[src/sv/spi_pkg.sv]
// Package for spectral_peak_impedance: shared types, status codes and the
// CORDIC angle table. No dependencies.
`default_nettype none
package spi_pkg;

    localparam int PHASE_W = 16;
    localparam int ITERS   = 16;

    typedef enum logic [1:0] {
        ST_MATCH    = 2'd0,
        ST_MISMATCH = 2'd1,
        ST_NO_PEAK  = 2'd2
    } status_t;

    typedef enum logic [1:0] {
        S_IDLE,
        S_DIV,
        S_OUT
    } fsm_t;

    function automatic logic [PHASE_W-1:0] atan_tab(input logic [3:0] i);
        logic [PHASE_W-1:0] r;
        begin
            case (i)
                4'd0:    r = 16'd8192;
                4'd1:    r = 16'd4836;
                4'd2:    r = 16'd2555;
                4'd3:    r = 16'd1297;
                4'd4:    r = 16'd651;
                4'd5:    r = 16'd326;
                4'd6:    r = 16'd163;
                4'd7:    r = 16'd81;
                4'd8:    r = 16'd41;
                4'd9:    r = 16'd20;
                4'd10:   r = 16'd10;
                4'd11:   r = 16'd5;
                4'd12:   r = 16'd3;
                4'd13:   r = 16'd1;
                4'd14:   r = 16'd1;
                default: r = 16'd0;
            endcase
            return r;
        end
    endfunction

endpackage
`default_nettype wire

[src/sv/spi_merge.sv]
// Merge stage: compares the two lanes' peaks and forms status, Q16.16 ratio
// by a bit-serial restoring divider, and phase difference. Uses spi_pkg.
`default_nettype none
module spi_merge #(
    parameter int MW = 25,
    parameter int BW = 9
) (
    input  wire logic                 clk,
    input  wire logic                 rst_n,
    input  wire logic                 start,
    input  wire logic [MW-1:0]        v_mag,
    input  wire logic [BW-1:0]        v_idx,
    input  wire logic [15:0]          v_ph,
    input  wire logic [MW-1:0]        c_mag,
    input  wire logic [BW-1:0]        c_idx,
    input  wire logic [15:0]          c_ph,
    output logic                      done,
    output logic [1:0]                status,
    output logic [BW-1:0]             peak_bin,
    output logic [31:0]               mag_ratio,
    output logic signed [16:0]        phase_diff
);
    import spi_pkg::*;

    localparam int NW  = MW + 16;
    localparam int QCW = $clog2(NW + 1);

    logic            busy_reg, busy_next;
    logic            done_reg, done_next;
    logic [QCW-1:0]  cnt_reg, cnt_next;
    logic [NW-1:0]   num_reg, num_next;
    logic [NW-1:0]   quo_reg, quo_next;
    logic [MW:0]     rem_reg, rem_next;
    logic [MW-1:0]   den_reg, den_next;
    logic [1:0]      st_reg, st_next;
    logic [BW-1:0]   pb_reg, pb_next;
    logic signed [16:0] pd_reg, pd_next;
    logic [MW:0]     rsh;

    assign rsh = {rem_reg[MW-1:0], num_reg[NW-1]};

    always_comb
    begin
        busy_next = busy_reg;
        done_next = 1'b0;
        cnt_next = cnt_reg; num_next = num_reg; quo_next = quo_reg;
        rem_next = rem_reg; den_next = den_reg;
        st_next = st_reg; pb_next = pb_reg; pd_next = pd_reg;
        if (start)
        begin
            busy_next = 1'b1;
            cnt_next  = QCW'(NW);
            num_next  = {v_mag, 16'h0000};
            den_next  = c_mag;
            rem_next  = '0;
            quo_next  = '0;
            pb_next   = v_idx;
            pd_next   = 17'(signed'(v_ph)) - 17'(signed'(c_ph));
            if (v_idx == '0 || c_idx == '0)
                st_next = ST_NO_PEAK;
            else if (v_idx != c_idx)
                st_next = ST_MISMATCH;
            else
                st_next = ST_MATCH;
        end
        else if (busy_reg)
        begin
            if (cnt_reg != '0)
            begin
                cnt_next = cnt_reg - QCW'(1);
                num_next = {num_reg[NW-2:0], 1'b0};
                if (rsh >= {1'b0, den_reg})
                begin
                    rem_next = rsh - {1'b0, den_reg};
                    quo_next = {quo_reg[NW-2:0], 1'b1};
                end
                else
                begin
                    rem_next = rsh;
                    quo_next = {quo_reg[NW-2:0], 1'b0};
                end
            end
            else
            begin
                busy_next = 1'b0;
                done_next = 1'b1;
            end
        end
    end

    always_ff @(posedge clk or negedge rst_n)
    begin
        if (!rst_n)
        begin
            busy_reg <= 1'b0;
            done_reg <= 1'b0;
        end
        else
        begin
            busy_reg <= busy_next;
            done_reg <= done_next;
        end
    end

    always_ff @(posedge clk)
    begin
        cnt_reg <= cnt_next; num_reg <= num_next; quo_reg <= quo_next;
        rem_reg <= rem_next; den_reg <= den_next;
        st_reg <= st_next; pb_reg <= pb_next; pd_reg <= pd_next;
    end

    logic sat;
    assign sat = (den_reg == '0) || (quo_reg[NW-1:32] != '0);

    assign done       = done_reg;
    assign status     = st_reg;
    assign peak_bin   = pb_reg;
    assign mag_ratio  = (st_reg != ST_MATCH) ? 32'd0 : (sat ? 32'hFFFF_FFFF : quo_reg[31:0]);
    assign phase_diff = (st_reg != ST_MATCH) ? 17'sd0 : pd_reg;
endmodule
`default_nettype wire

[config.mk]
export PLATFORM = sky130hd
export DESIGN_NAME = spi_merge
export DESIGN_NICKNAME = d
export VERILOG_FILES = /design/src/sv/spi_pkg.sv /design/src/sv/spi_merge.sv
export SDC_FILE = /design/constraint.sdc
export NUM_CORES = 1
export LEC_CHECK = 0
export BUFFER_PORTS_ARGS = -buffer_cell sky130_fd_sc_hd__clkbuf_2
export CAP_MARGIN = 20
export CORE_ASPECT_RATIO = 1.4
export CORE_MARGIN = 1
export CORE_UTILIZATION = 35
export DETAILED_ROUTE_END_ITERATION = 7
export PLACE_DENSITY_LB_ADDON = 0.12
export SLEW_MARGIN = 20
export SYNTH_ARGS = -nofsm -noshare
export SYNTH_HDL_FRONTEND = slang
export SYNTH_SLANG_ARGS = --single-unit
export TNS_END_PERCENT = 30
[constraint.sdc]
create_clock -name clk -period 8.15 [get_ports clk]
set_input_delay 0 -clock clk [delete_from_list [all_inputs] [get_ports clk]]
set_output_delay 0 -clock clk [all_outputs]
set_load 0.1 [all_outputs]
==> summary.txt <==
Power
  – Switching share of power: 0.341
  – Sequential cell fraction of total power: 0.371
  – Psw: 892 uW
  – Power Density: 252 nW/um^2
  – Overall power: 2610 uW
  – Combinational share of power: 0.331
  – Power Internal: 1720 uW
  – Max VDD drop: 0.162 mV
  – Leak: 0.00444 uW
  – Clock Power Share: 0.298

Floorplanning
  – Core Area: 22500 sq um
  – Die Y: 181 um
  – Die X: 130 um
  – Initial core utilization: 0.357
  – Boundary Pins: 164
  – Core Rows: 65
  – Die area: 23600 sq um

Timing
  – Final Hold Viols: 0
  – Setup TNS: 0 ns
  – Final WS setup: 4.66 ns
  – Hold Worst Slack: 0.0189 ns
  – Max-slew violations: 0
  – Setup violators final: 0
  – RSZ-0062 raised after global routing: false
  – Least-Margin Pin Slew: 1.02 ns
  – Final period util: 0.428
  – Slew margin rel.: 0.320
  – Minimum clock period: 3.49 ns
  – Max Clk Rate: 287 MHz
  – Clock Skew: 0.0149 ns

Yosys
  – #FFs+latches synth: 152
  – Post-synth EDFFs: 78
  – Synthesized area per cell: 10.5 sq um
  – Seq/Total Area, Yosys: 0.477
  – Leading area contributor after synthesis: edfxtp_1
  – Synth cell types: 62
  – Top cells by area, synth: edfxtp_1 29%, dfxtp_1 18%, ha_1 6.7%, a22o_1 4.5%, o21a_1 3.7%
  – Top FF cell, synth: edfxtp_1
  – Async set or reset register ratio after synthesis: 0.0132
  – Yosys warnings: 0
  – Top-area cell type share of the netlist area: 0.291
  – Commonest cells in the netlist: 78 x edfxtp_1, 72 x dfxtp_1, 60 x inv_1
  – Post-synthesis cell count: 763
  – Top-count cell post-synth: edfxtp_1
  – Syn Nets: 911
  – Synth Cell Area: 8040 sq um

Global route
  – Largest net degree at the start of global routing: 57
  – GRT overflow: 0
  – GRT Overall Usage: 0.175
  – Global-route wire length before repair: 31.7 mm
  – Number of global-route vias before repair: 6468
  – Initial antenna violation count: 0

Worst setup path
  – CP Capture Type: register
  – CP Launch Point: den_reg[11]
  – CP peak stage delay: 0.61 ns
  – Setup CP Type: reg -> reg
  – R2r startpoint: den_reg[11]
  – CP startpoint kind: register
  – Arr. time, crit path: 3.83 ns
  – Critical path cell sequence: inv_1, ha_1, a21oi_1, o21ai_0, nor3_1, nor3_2, a31o_4, a21o_1, nand2_1, o211ai_1
  – Critical path peak fanout: 18
  – WP data required: 8.49 ns
  – Critical path's slowest cell: a21o_1

Route
  – DR WL met2: 10.2 mm
  – Vias: 6406
  – Drt via density: 4.95
  – Initial detailed-routing violation count: 277
  – 1st-pass router iterations: 4
  – Wirelength per Cell: 15.3 um
  – Drt total wl: 19.8 mm
  – Antenna Nets Post-Route: 0
  – Metal3 WL: 845 um
  – Metal-1 WL: 8.20 mm
  – DRC Markers: 0
  – Top sig layer: met4

Final layout
  – Layout net count: 1127
  – Share of layout cells above drive strength 1: 0.243
  – Filler Cell Count: 2157
  – Final Util: 0.460
  – ANT cells: 0
  – Area delta synth->final: 28.8%
  – Max FFs per register: 41

Clock network
  – Total clock sinks: 152
  – Post-CTS Setup Inserts: 0
  – CTS Buf Count: 17
  – Clk slew on worst S/H paths: 0.06 ns
  – CTS tree: yes
  – Worst-Skew Late Latency: 0.43 ns
  – Root Driver: clkbuf_16
  – H-tree lvl count: 4
  – CTS Buffer Depth: 2

Job
  – Total of max-cap violations: 0

Place
  – Placer Congestion: 0.843
  – IO buf count: 163
  – Final HPWL DP: 14.0 mm
  – DP Worst Slack: 4.68 ns

Hold path
  – Worst Hold Launch: c_idx[7]
  – Worst Hold Class: in -> reg

Status
  – Status: finished, final reports clean
final timing paths:
path | to | slack, ns | depth (start not counted)
min in group asynchronous | done | 0.48 | 3
worst max register to register | rem_reg[23] | 4.66 | 10
worst min register to register | quo_reg[40] | 0.48 | 1
worst max-delay path | rem_reg[23] | 4.66 | 10
worst min-delay path | status[1] | 0.02 | 4
max in group asynchronous | busy_reg | 7.54 | 3
metrics by stage:
step / cells / area, sq um
floorplan: 763 / 8040
global placement: 1198 / 9140
detailed placement: 1198 / 9140
CTS: 1293 / 10400
global route: 1293 / 10400
finish: 1293 / 10400
power by group through the flow:
stage | registers (uW) | clock network, uW | logic, uW
finish | 969 | 780 | 865
global route | 982 | 832 | 955
CTS | 970 | 804 | 871
detailed placement | 985 | 0 | 841
global placement | 985 | 0 | 840
floorplan | 993 | 0 | 648
layer usage:
| metal | global-route usage | vias up |
|---|---|---|
| met2 | 0.311 | 165 |
| met4 | 0.0865 | 0 |
| li1 | - | 3237 |
| met5 | 0 | - |
| met1 | 0.192 | 2969 |
| met3 | 0.0418 | 35 |
layout make-up:
class / instances / area, sq um / share of cell area
Clock buffer: 25 / 541 / 0.0522
Clock inverter: 7 / 50.0 / 0.00483
Inverter: 60 / 225 / 0.0217
Multi-Input combinational cell: 517 / 3850 / 0.372
Sequential cell: 152 / 3830 / 0.370
Tap cell: 301 / 377 / 0.0363
Timing Repair Buffer: 231 / 1490 / 0.143
critical path, delay by kind of cell (launching register included):
family,cells,cell delay (ns)
buffers and inverters,1,0.05
adders and majority gates,1,0.39
AOI/OAI and AO/OA,5,1.70
and+or+nand+nor,3,0.90
DFF,1,0.35
what timing repair did:
| action | in CTS | in global routing |
|---|---|---|
| resized for setup | 0 | 0 |
| hold buffers | 63 | 0 |
| hold endpoints to repair | 63 | 0 |
| setup endpoints to repair | 0 | 0 |
layout by cell type, fill, tap and decap left out, types with 5 or more instances in the layout:
cell,instances
a211oi_1,9
a21o_1,11
a21oi_1,32
a22o_1,41
a31oi_1,7
and2_1,20
buf_4,6
clkbuf_16,21
clkbuf_2,162
dfxtp_1,72
dlygate4sd3_1,63
edfxtp_1,78
ha_1,43
inv_1,60
mux2_2,24
mux2i_1,6
nand2_1,45
nand2b_1,10
nand3_1,6
nand4_1,9
nand4b_1,5
nor2_1,35
nor3_1,13
nor4_1,12
o211ai_1,6
o21a_1,40
o21ai_0,22
o22ai_1,5
or2_2,5
xnor2_1,32
xor2_1,14
cells by family (layout without fill, tap and decap cells):
kind of cell,after synthesis,count (layout),synth area share
compound gates,216,216,0.199
xor+xnor,46,46,0.0501
fa+ha+maj,45,45,0.0719
buf+inv,94,323,0.0474
flops,152,152,0.477
mux,30,30,0.0411
simple gates,180,180,0.114
No activity file was read; power rests on OpenSTA's default activity.
