### src/sv/spi_pkg.sv
// Package for spectral_peak_impedance: shared types, status codes and the
// CORDIC angle table. No dependencies.
`default_nettype none
package spi_pkg;

    localparam int PHASE_W = 16;
    localparam int ITERS   = 16;

    typedef enum logic [1:0] {
        ST_MATCH    = 2'd0,
        ST_MISMATCH = 2'd1,
        ST_NO_PEAK  = 2'd2
    } status_t;

    typedef enum logic [1:0] {
        S_IDLE,
        S_DIV,
        S_OUT
    } fsm_t;

    function automatic logic [PHASE_W-1:0] atan_tab(input logic [3:0] i);
        logic [PHASE_W-1:0] r;
        begin
            case (i)
                4'd0:    r = 16'd8192;
                4'd1:    r = 16'd4836;
                4'd2:    r = 16'd2555;
                4'd3:    r = 16'd1297;
                4'd4:    r = 16'd651;
                4'd5:    r = 16'd326;
                4'd6:    r = 16'd163;
                4'd7:    r = 16'd81;
                4'd8:    r = 16'd41;
                4'd9:    r = 16'd20;
                4'd10:   r = 16'd10;
                4'd11:   r = 16'd5;
                4'd12:   r = 16'd3;
                4'd13:   r = 16'd1;
                4'd14:   r = 16'd1;
                default: r = 16'd0;
            endcase
            return r;
        end
    endfunction

endpackage
`default_nettype wire

### src/sv/spi_lane.sv
// One channel lane: iterative integer square root and CORDIC phase, then
// strict local-maximum peak tracking. Depends on spi_pkg.
`default_nettype none
module spi_lane #(
    parameter int SW = 24,
    parameter int BW = 9
) (
    input  wire logic                       clk,
    input  wire logic                       rst_n,
    input  wire logic                       start,
    input  wire logic                       clear,
    input  wire logic                       track_en,
    input  wire logic                       zero_mag,
    input  wire logic [BW-1:0]              bin,
    input  wire logic signed [SW-1:0]       re,
    input  wire logic signed [SW-1:0]       im,
    output logic                            done,
    output logic [SW:0]                     best_mag,
    output logic [BW-1:0]                   best_idx,
    output logic signed [spi_pkg::PHASE_W-1:0] best_ph
);
    import spi_pkg::*;

    localparam int SQW = 2 * SW + 2;   // re^2+im^2 width (padded even)
    localparam int MW  = SW + 1;
    localparam int XW  = SW + 11;      // scaled operand plus CORDIC growth
    localparam int SCW = $clog2(MW + 1);

    logic            busy_reg, busy_next;
    logic [SCW-1:0]  scnt_reg, scnt_next;
    logic [3:0]      ccnt_reg, ccnt_next;
    logic            cdone_reg, cdone_next;
    logic [SQW-1:0]  rem_reg, rem_next;
    logic [MW-1:0]   root_reg, root_next;
    logic signed [XW-1:0] x_reg, x_next, y_reg, y_next;
    logic [PHASE_W-1:0] z_reg, z_next;
    logic            fixed_reg, fixed_next;
    logic            zm_reg, zm_next;
    logic            trk_reg, trk_next;
    logic [BW-1:0]   bin_reg, bin_next;
    logic            done_reg, done_next;

    logic [MW-1:0]   p0_reg, p0_next, p1_reg, p1_next;
    logic [PHASE_W-1:0] pph_reg, pph_next;
    logic [MW-1:0]   bm_reg, bm_next;
    logic [BW-1:0]   bi_reg, bi_next;
    logic [PHASE_W-1:0] bp_reg, bp_next;

    logic [SW-1:0]   are, aim;
    logic [SQW-1:0]  sq;
    logic [SQW-1:0]  trial;
    logic [SQW-1:0]  rem_sh;
    logic signed [XW-1:0] xs, ys;
    logic            sdone;
    logic [MW-1:0]   cur_mag;

    assign are = re[SW-1] ? SW'(-re) : SW'(re);
    assign aim = im[SW-1] ? SW'(-im) : SW'(im);
    assign sq  = SQW'(are) * SQW'(are) + SQW'(aim) * SQW'(aim);

    // restoring square root: two radicand bits per step
    assign rem_sh = {rem_reg[SQW-3:0], 2'b00};
    assign trial  = SQW'({root_reg, 2'b01});
    assign sdone  = (scnt_reg == SCW'(0));
    assign cur_mag = zm_reg ? '0 : root_reg;

    logic [SQW-1:0] rad_reg, rad_next;

    always_comb
    begin
        busy_next  = busy_reg;
        scnt_next  = scnt_reg;
        ccnt_next  = ccnt_reg;
        cdone_next = cdone_reg;
        rem_next   = rem_reg;
        root_next  = root_reg;
        rad_next   = rad_reg;
        x_next     = x_reg;
        y_next     = y_reg;
        z_next     = z_reg;
        fixed_next = fixed_reg;
        zm_next    = zm_reg;
        trk_next   = trk_reg;
        bin_next   = bin_reg;
        done_next  = 1'b0;
        p0_next = p0_reg; p1_next = p1_reg; pph_next = pph_reg;
        bm_next = bm_reg; bi_next = bi_reg; bp_next = bp_reg;
        xs = x_reg >>> ccnt_reg;
        ys = y_reg >>> ccnt_reg;

        if (start)
        begin
            busy_next  = 1'b1;
            scnt_next  = SCW'(SQW / 2);
            ccnt_next  = 4'd0;
            cdone_next = 1'b0;
            rem_next   = '0;
            root_next  = '0;
            rad_next   = sq;
            zm_next    = zero_mag;
            trk_next   = track_en;
            bin_next   = bin;
            fixed_next = 1'b1;
            if (im == '0)
                z_next = re[SW-1] ? 16'h8000 : 16'h0000;
            else if (re == '0)
                z_next = im[SW-1] ? 16'hC000 : 16'h4000;
            else
            begin
                fixed_next = 1'b0;
                if (re[SW-1])
                begin
                    x_next = -(XW'(re) <<< 8);
                    y_next = -(XW'(im) <<< 8);
                    z_next = 16'h8000;
                end
                else
                begin
                    x_next = XW'(re) <<< 8;
                    y_next = XW'(im) <<< 8;
                    z_next = 16'h0000;
                end
            end
        end
        else if (busy_reg)
        begin
            if (!sdone)
            begin
                scnt_next = scnt_reg - SCW'(1);
                rad_next  = {rad_reg[SQW-3:0], 2'b00};
                if ((rem_sh | SQW'(rad_reg[SQW-1 -: 2])) >= trial)
                begin
                    rem_next  = (rem_sh | SQW'(rad_reg[SQW-1 -: 2])) - trial;
                    root_next = {root_reg[MW-2:0], 1'b1};
                end
                else
                begin
                    rem_next  = rem_sh | SQW'(rad_reg[SQW-1 -: 2]);
                    root_next = {root_reg[MW-2:0], 1'b0};
                end
            end
            if (!cdone_reg)
            begin
                if (!fixed_reg)
                begin
                    if (y_reg > XW'(0))
                    begin
                        x_next = x_reg + ys;
                        y_next = y_reg - xs;
                        z_next = z_reg + atan_tab(ccnt_reg);
                    end
                    else
                    begin
                        x_next = x_reg - ys;
                        y_next = y_reg + xs;
                        z_next = z_reg - atan_tab(ccnt_reg);
                    end
                end
                ccnt_next = ccnt_reg + 4'd1;
                if (ccnt_reg == 4'd15)
                    cdone_next = 1'b1;
            end
            if (sdone && cdone_reg)
            begin
                busy_next = 1'b0;
                done_next = 1'b1;
                if (trk_reg && p1_reg < p0_reg && p0_reg > cur_mag && p0_reg > bm_reg)
                begin
                    bm_next = p0_reg;
                    bi_next = BW'(bin_reg - BW'(1));
                    bp_next = pph_reg;
                end
                p1_next  = p0_reg;
                p0_next  = cur_mag;
                pph_next = z_reg;
            end
        end
        if (clear)
        begin
            p0_next = '0; p1_next = '0; pph_next = '0;
            bm_next = '0; bi_next = '0; bp_next = '0;
        end
    end

    always_ff @(posedge clk or negedge rst_n)
    begin
        if (!rst_n)
        begin
            busy_reg <= 1'b0; done_reg <= 1'b0;
            p0_reg <= '0; p1_reg <= '0; pph_reg <= '0;
            bm_reg <= '0; bi_reg <= '0; bp_reg <= '0;
        end
        else
        begin
            busy_reg <= busy_next; done_reg <= done_next;
            p0_reg <= p0_next; p1_reg <= p1_next; pph_reg <= pph_next;
            bm_reg <= bm_next; bi_reg <= bi_next; bp_reg <= bp_next;
        end
    end

    always_ff @(posedge clk)
    begin
        scnt_reg <= scnt_next; ccnt_reg <= ccnt_next; cdone_reg <= cdone_next;
        rem_reg <= rem_next; root_reg <= root_next; rad_reg <= rad_next;
        x_reg <= x_next; y_reg <= y_next; z_reg <= z_next;
        fixed_reg <= fixed_next; zm_reg <= zm_next; trk_reg <= trk_next;
        bin_reg <= bin_next;
    end

    assign done     = done_reg;
    assign best_mag = bm_reg;
    assign best_idx = bi_reg;
    assign best_ph  = bp_reg;
endmodule
`default_nettype wire

### config.mk
export PLATFORM = sky130hd
export DESIGN_NAME = spi_lane
export DESIGN_NICKNAME = d
export VERILOG_FILES = /design/src/sv/spi_pkg.sv /design/src/sv/spi_lane.sv
export SDC_FILE = /design/constraint.sdc
export NUM_CORES = 2
export LEC_CHECK = 0
export BUFFER_PORTS_ARGS = -buffer_cell sky130_fd_sc_hd__buf_4
export CORE_MARGIN = 2
export CORE_UTILIZATION = 50
export DETAILED_ROUTE_END_ITERATION = 10
export HOLD_SLACK_MARGIN = 0.06
export PLACE_DENSITY = 0.74
export SLEW_MARGIN = 15
export SYNTH_ARGS = -nofsm -noshare
export SYNTH_HDL_FRONTEND = slang
export SYNTH_SLANG_ARGS = --single-unit
### constraint.sdc
create_clock -name clk -period 7.1 [get_ports clk]
set_input_delay 0.71 -clock clk [delete_from_list [all_inputs] [get_ports clk]]
set_output_delay 0.71 -clock clk [all_outputs]
set_load 0.02 [all_outputs]
==> impl_summary.md <==
Run status
The run finished, with violations left. The final reports fail on negative setup slack.

Synthesis
The synthesized-area fraction occupied by ao, oa, aoi and oai cells came to 0.0974. The xor and xnor area share after synthesis is 0.0448. In the synthesized netlist, the number of instances is ~6700. The number of distinct standard cells referenced by the synthesized netlist is between 100 and 150. After synthesis, the largest family of logic cells by area is adder cells. The multiplexer share of the synthesized area is 0.0569. The share of synthesized flip-flops with an asynchronous set or reset is 0.325. The number of enable-type register cells in the synthesized netlist is 148.

The mean instance size in the synthesized netlist is 9.14 um^2. The register bit count reported by yosys is 363. The post-synth design cell area is between 60000 and 70000 um^2. The synthesized-area fraction occupied by adder cells is 0.417. Of the total synthesized cell area, the portion taken by AND, OR, NAND and NOR gates is 0.128. For this run, the number of Yosys warnings is 0. The dominant synthesized flop cell is sky130_fd_sc_hd__edfxtp_1. The sequential element share of the synthesized area is 0.152.

Placement
The congestion estimate from routability-driven global placement came to 0.997. Summing all placed instances gives a cell area of a little over 70000 um^2. In this run, placement finished with an instance count of around 9000.

The sum of net half-perimeters after detailed placement is ~150 mm. The count of port buffers added during placement is ~110. Prior to clock tree synthesis, the placed netlist has a worst setup slack of -3.95 ns.

Floorplan
In this run the standard cell core region covers between 100000 and 150000 um^2. The effective utilization at floorplan is 0.504. The number of rows created at floorplan is around 130.

Pin placement for this block handled 114 I/O pins. The die is about 350 um wide. The die height is about 350 um. The die covers about 130000 um^2.

Route
The DRC violation count after routing is 0. The number of vias after detailed routing is ~51000. In the routed layout, each cell is associated on average with a via count of 5.55. The pre-antenna-repair detailed-routing pass consisted of 7 iterations.

The count of antenna-violating nets left after detailed routing is 0. The number of DRC violations after detailed-routing iteration 0 is 4199. The post-detailed-routing wire length is 183 mm.

In the final routed layout, each cell accounts on average for 20.0 um.

Clock tree
Clock-pin slew was measured on the worst setup and hold paths at 0.06 ns. The root cell of the clock tree is sky130_fd_sc_hd__clkbuf_16. The later-pin clock latency in the skew report is ~0.6 ns. In this run the deepest clock path goes through 3 buffers.

The CTS sink count is between 300 and 400. The total clock buffers created by CTS is 42. TritonCTS built the clock tree. CTS built an H-tree with a depth of 2.

Worst setup path
Of all nets on the critical path, the largest fanout is 6. The required time at the worst-slack endpoint is between 7 and 8 ns. The cell at the slowest stage of the critical path is sky130_fd_sc_hd__fa_1.

The number of buffer and inverter instances along the worst setup path is 11. The category of cells accounting for the largest share of critical-path delay is adder cells. STA puts the critical path data arrival time at about 11 ns. The stage delay of the slowest cell on the critical path is roughly 0.53 ns.

The sort of element at the start of the critical path is a primary input. The category of the critical setup timing path is in -> reg. In this design, the critical path's most frequently occurring cell is sky130_fd_sc_hd__fa_1. The type of destination of the critical path is a flop.

Global route
Entering global routing, the biggest net connects 117 pins. The via count of the first global-routing pass was about 53000. The initial antenna violation count came to 3. Across every metal layer, demand over resource in global routing totals 0.292.

The total grt overflow is 0. The wire length of the first global-routing pass is 287 mm.

Cells and area
The count of non-filler cells in the finished layout is a little over 9000. From synthesis to final layout, the design area changed by 18.9%. The post-layout instance area is ~73000 um^2.

The final layout contains around 9000 nets. Of the cells placed in the final design, the portion with a size suffix greater than 1 is 0.198. The post-layout utilization of the core is 0.600. The register with the most flip-flops in the layout has 50 of them.

Timing
The final worst-path cycle share is 1.44. The transition time of the tightest slew-check pin is about 1.1 ns. Setup violations remaining at the end of the flow were counted as 42. Timing would allow up to about 0.098 GHz.

Across all setup checks in the final design, the least slack found is -3.09 ns. The largest clock skew in the final design is roughly 0.035 ns. The worst path in the final design needs a cycle of 10.19 ns, including I/O delays and setup. The headroom to the max-slew limit is 0.264. The number of max-slew violations in the final report is 0. Setup repair after global routing could not meet its margin everywhere. The count of final hold-check violations was 0.

Run
The max-capacitance violation count is 0.

Min path
The worst hold path belongs to the class in -> async.
[layer usage]
layer / global-route usage / wire length (um)
met1: 0.372 / 71500
met2: 0.487 / 86600
met3: 0.0455 / 14000
met5: 0 / 22
met4: 0.145 / 10700
[cell families after synthesis]
logic type               Yosys count
AO/OA/AOI/OAI                    939
XOR/XNOR                         311
adder cells (fa/ha/maj)         1478
buffers and inverters           1654
other                              2
flip-flops                       363
multiplexers                     253
AND/OR/NAND/NOR                 1728
[cell usage after synthesis (97+ instances only)]
cell type,number,share of area
sky130_fd_sc_hd__nor2_1,538,0.033
sky130_fd_sc_hd__xnor2_1,180,0.026
sky130_fd_sc_hd__fa_1,953,0.31
sky130_fd_sc_hd__mux2i_1,102,0.017
sky130_fd_sc_hd__dfrtp_1,118,0.048
sky130_fd_sc_hd__edfxtp_1,148,0.072
sky130_fd_sc_hd__a21o_1,105,0.013
sky130_fd_sc_hd__nand2_1,654,0.040
sky130_fd_sc_hd__xor2_1,127,0.018
sky130_fd_sc_hd__a21oi_1,292,0.024
sky130_fd_sc_hd__o21ai_0,193,0.016
sky130_fd_sc_hd__nand2b_1,98,0.010
sky130_fd_sc_hd__ha_1,525,0.11
sky130_fd_sc_hd__inv_1,1385,0.085
sky130_fd_sc_hd__clkbuf_1,178,0.011
sky130_fd_sc_hd__dfxtp_1,97,0.032
[stage by stage]
step	hold WS [ns]	TNS, ns
floorplan	0.414	-91.31
global placement	0.443	-122.38
detailed placement	0.452	-126.57
CTS	0.0935	-91.35
global route	0.142	-102.31
finish	0.0985	-94.84
[repair_timing]
| action | CTS | global route |
|---|---|---|
| gates resized for setup | 165 | 75 |
| setup endpoints to repair | 42 | 44 |
| pin swaps | 86 | 91 |
| hold buffers | 0 | 0 |
| setup buffers | 27 | 22 |
[final timing paths]
path	from	end	slack, ns	depth (start not counted)
worst min register to register	scnt_reg[4]	scnt_reg[4]	0.46	2
worst max-delay path	re[8]	rad_reg[48]	-3.09	38
min in group clk	bin[4]	bin_reg[4]	0.28	1
worst max register to register	ccnt_reg[1]	x_reg[33]	0.49	18
worst min-delay path	rst_n	best_mag[21]	0.1	1
max in group asynchronous	rst_n	p1_reg[21]	5.60	2
[area by class of cell]
cell class	count	area [um^2]
Timing Repair Buffer	923	7560
Sequential cell	363	9350
Inverter	1401	5290
Fill cell	10100	48800
Tap cell	1625	2030
Antenna cell	1	2.50
Clock inverter	19	219
Multi-Input combinational cell	4729	47500
Clock buffer	58	1180
[cells in the final DEF (no fill, tap or decap), types with 37 or more instances in the layout]
cell	n
sky130_fd_sc_hd__inv_1	1348
sky130_fd_sc_hd__fa_1	925
sky130_fd_sc_hd__buf_4	851
sky130_fd_sc_hd__nand2_1	635
sky130_fd_sc_hd__nor2_1	505
sky130_fd_sc_hd__ha_1	495
sky130_fd_sc_hd__a21oi_1	275
sky130_fd_sc_hd__o21ai_0	169
sky130_fd_sc_hd__xnor2_1	162
sky130_fd_sc_hd__edfxtp_1	148
sky130_fd_sc_hd__dfrtp_1	118
sky130_fd_sc_hd__xor2_1	117
sky130_fd_sc_hd__a21o_1	105
sky130_fd_sc_hd__mux2i_1	102
sky130_fd_sc_hd__nand2b_1	95
sky130_fd_sc_hd__dfxtp_1	93
sky130_fd_sc_hd__nor3_1	75
sky130_fd_sc_hd__a211oi_1	70
sky130_fd_sc_hd__mux2_2	68
sky130_fd_sc_hd__mux4_2	64
sky130_fd_sc_hd__and2_1	50
sky130_fd_sc_hd__clkbuf_16	43
sky130_fd_sc_hd__o21a_1	42
sky130_fd_sc_hd__inv_2	38
sky130_fd_sc_hd__buf_12	38
sky130_fd_sc_hd__nor2b_1	37
Power is not shown: default switching activity piles up to over one toggle a cycle in this logic, so the estimate is an artifact.
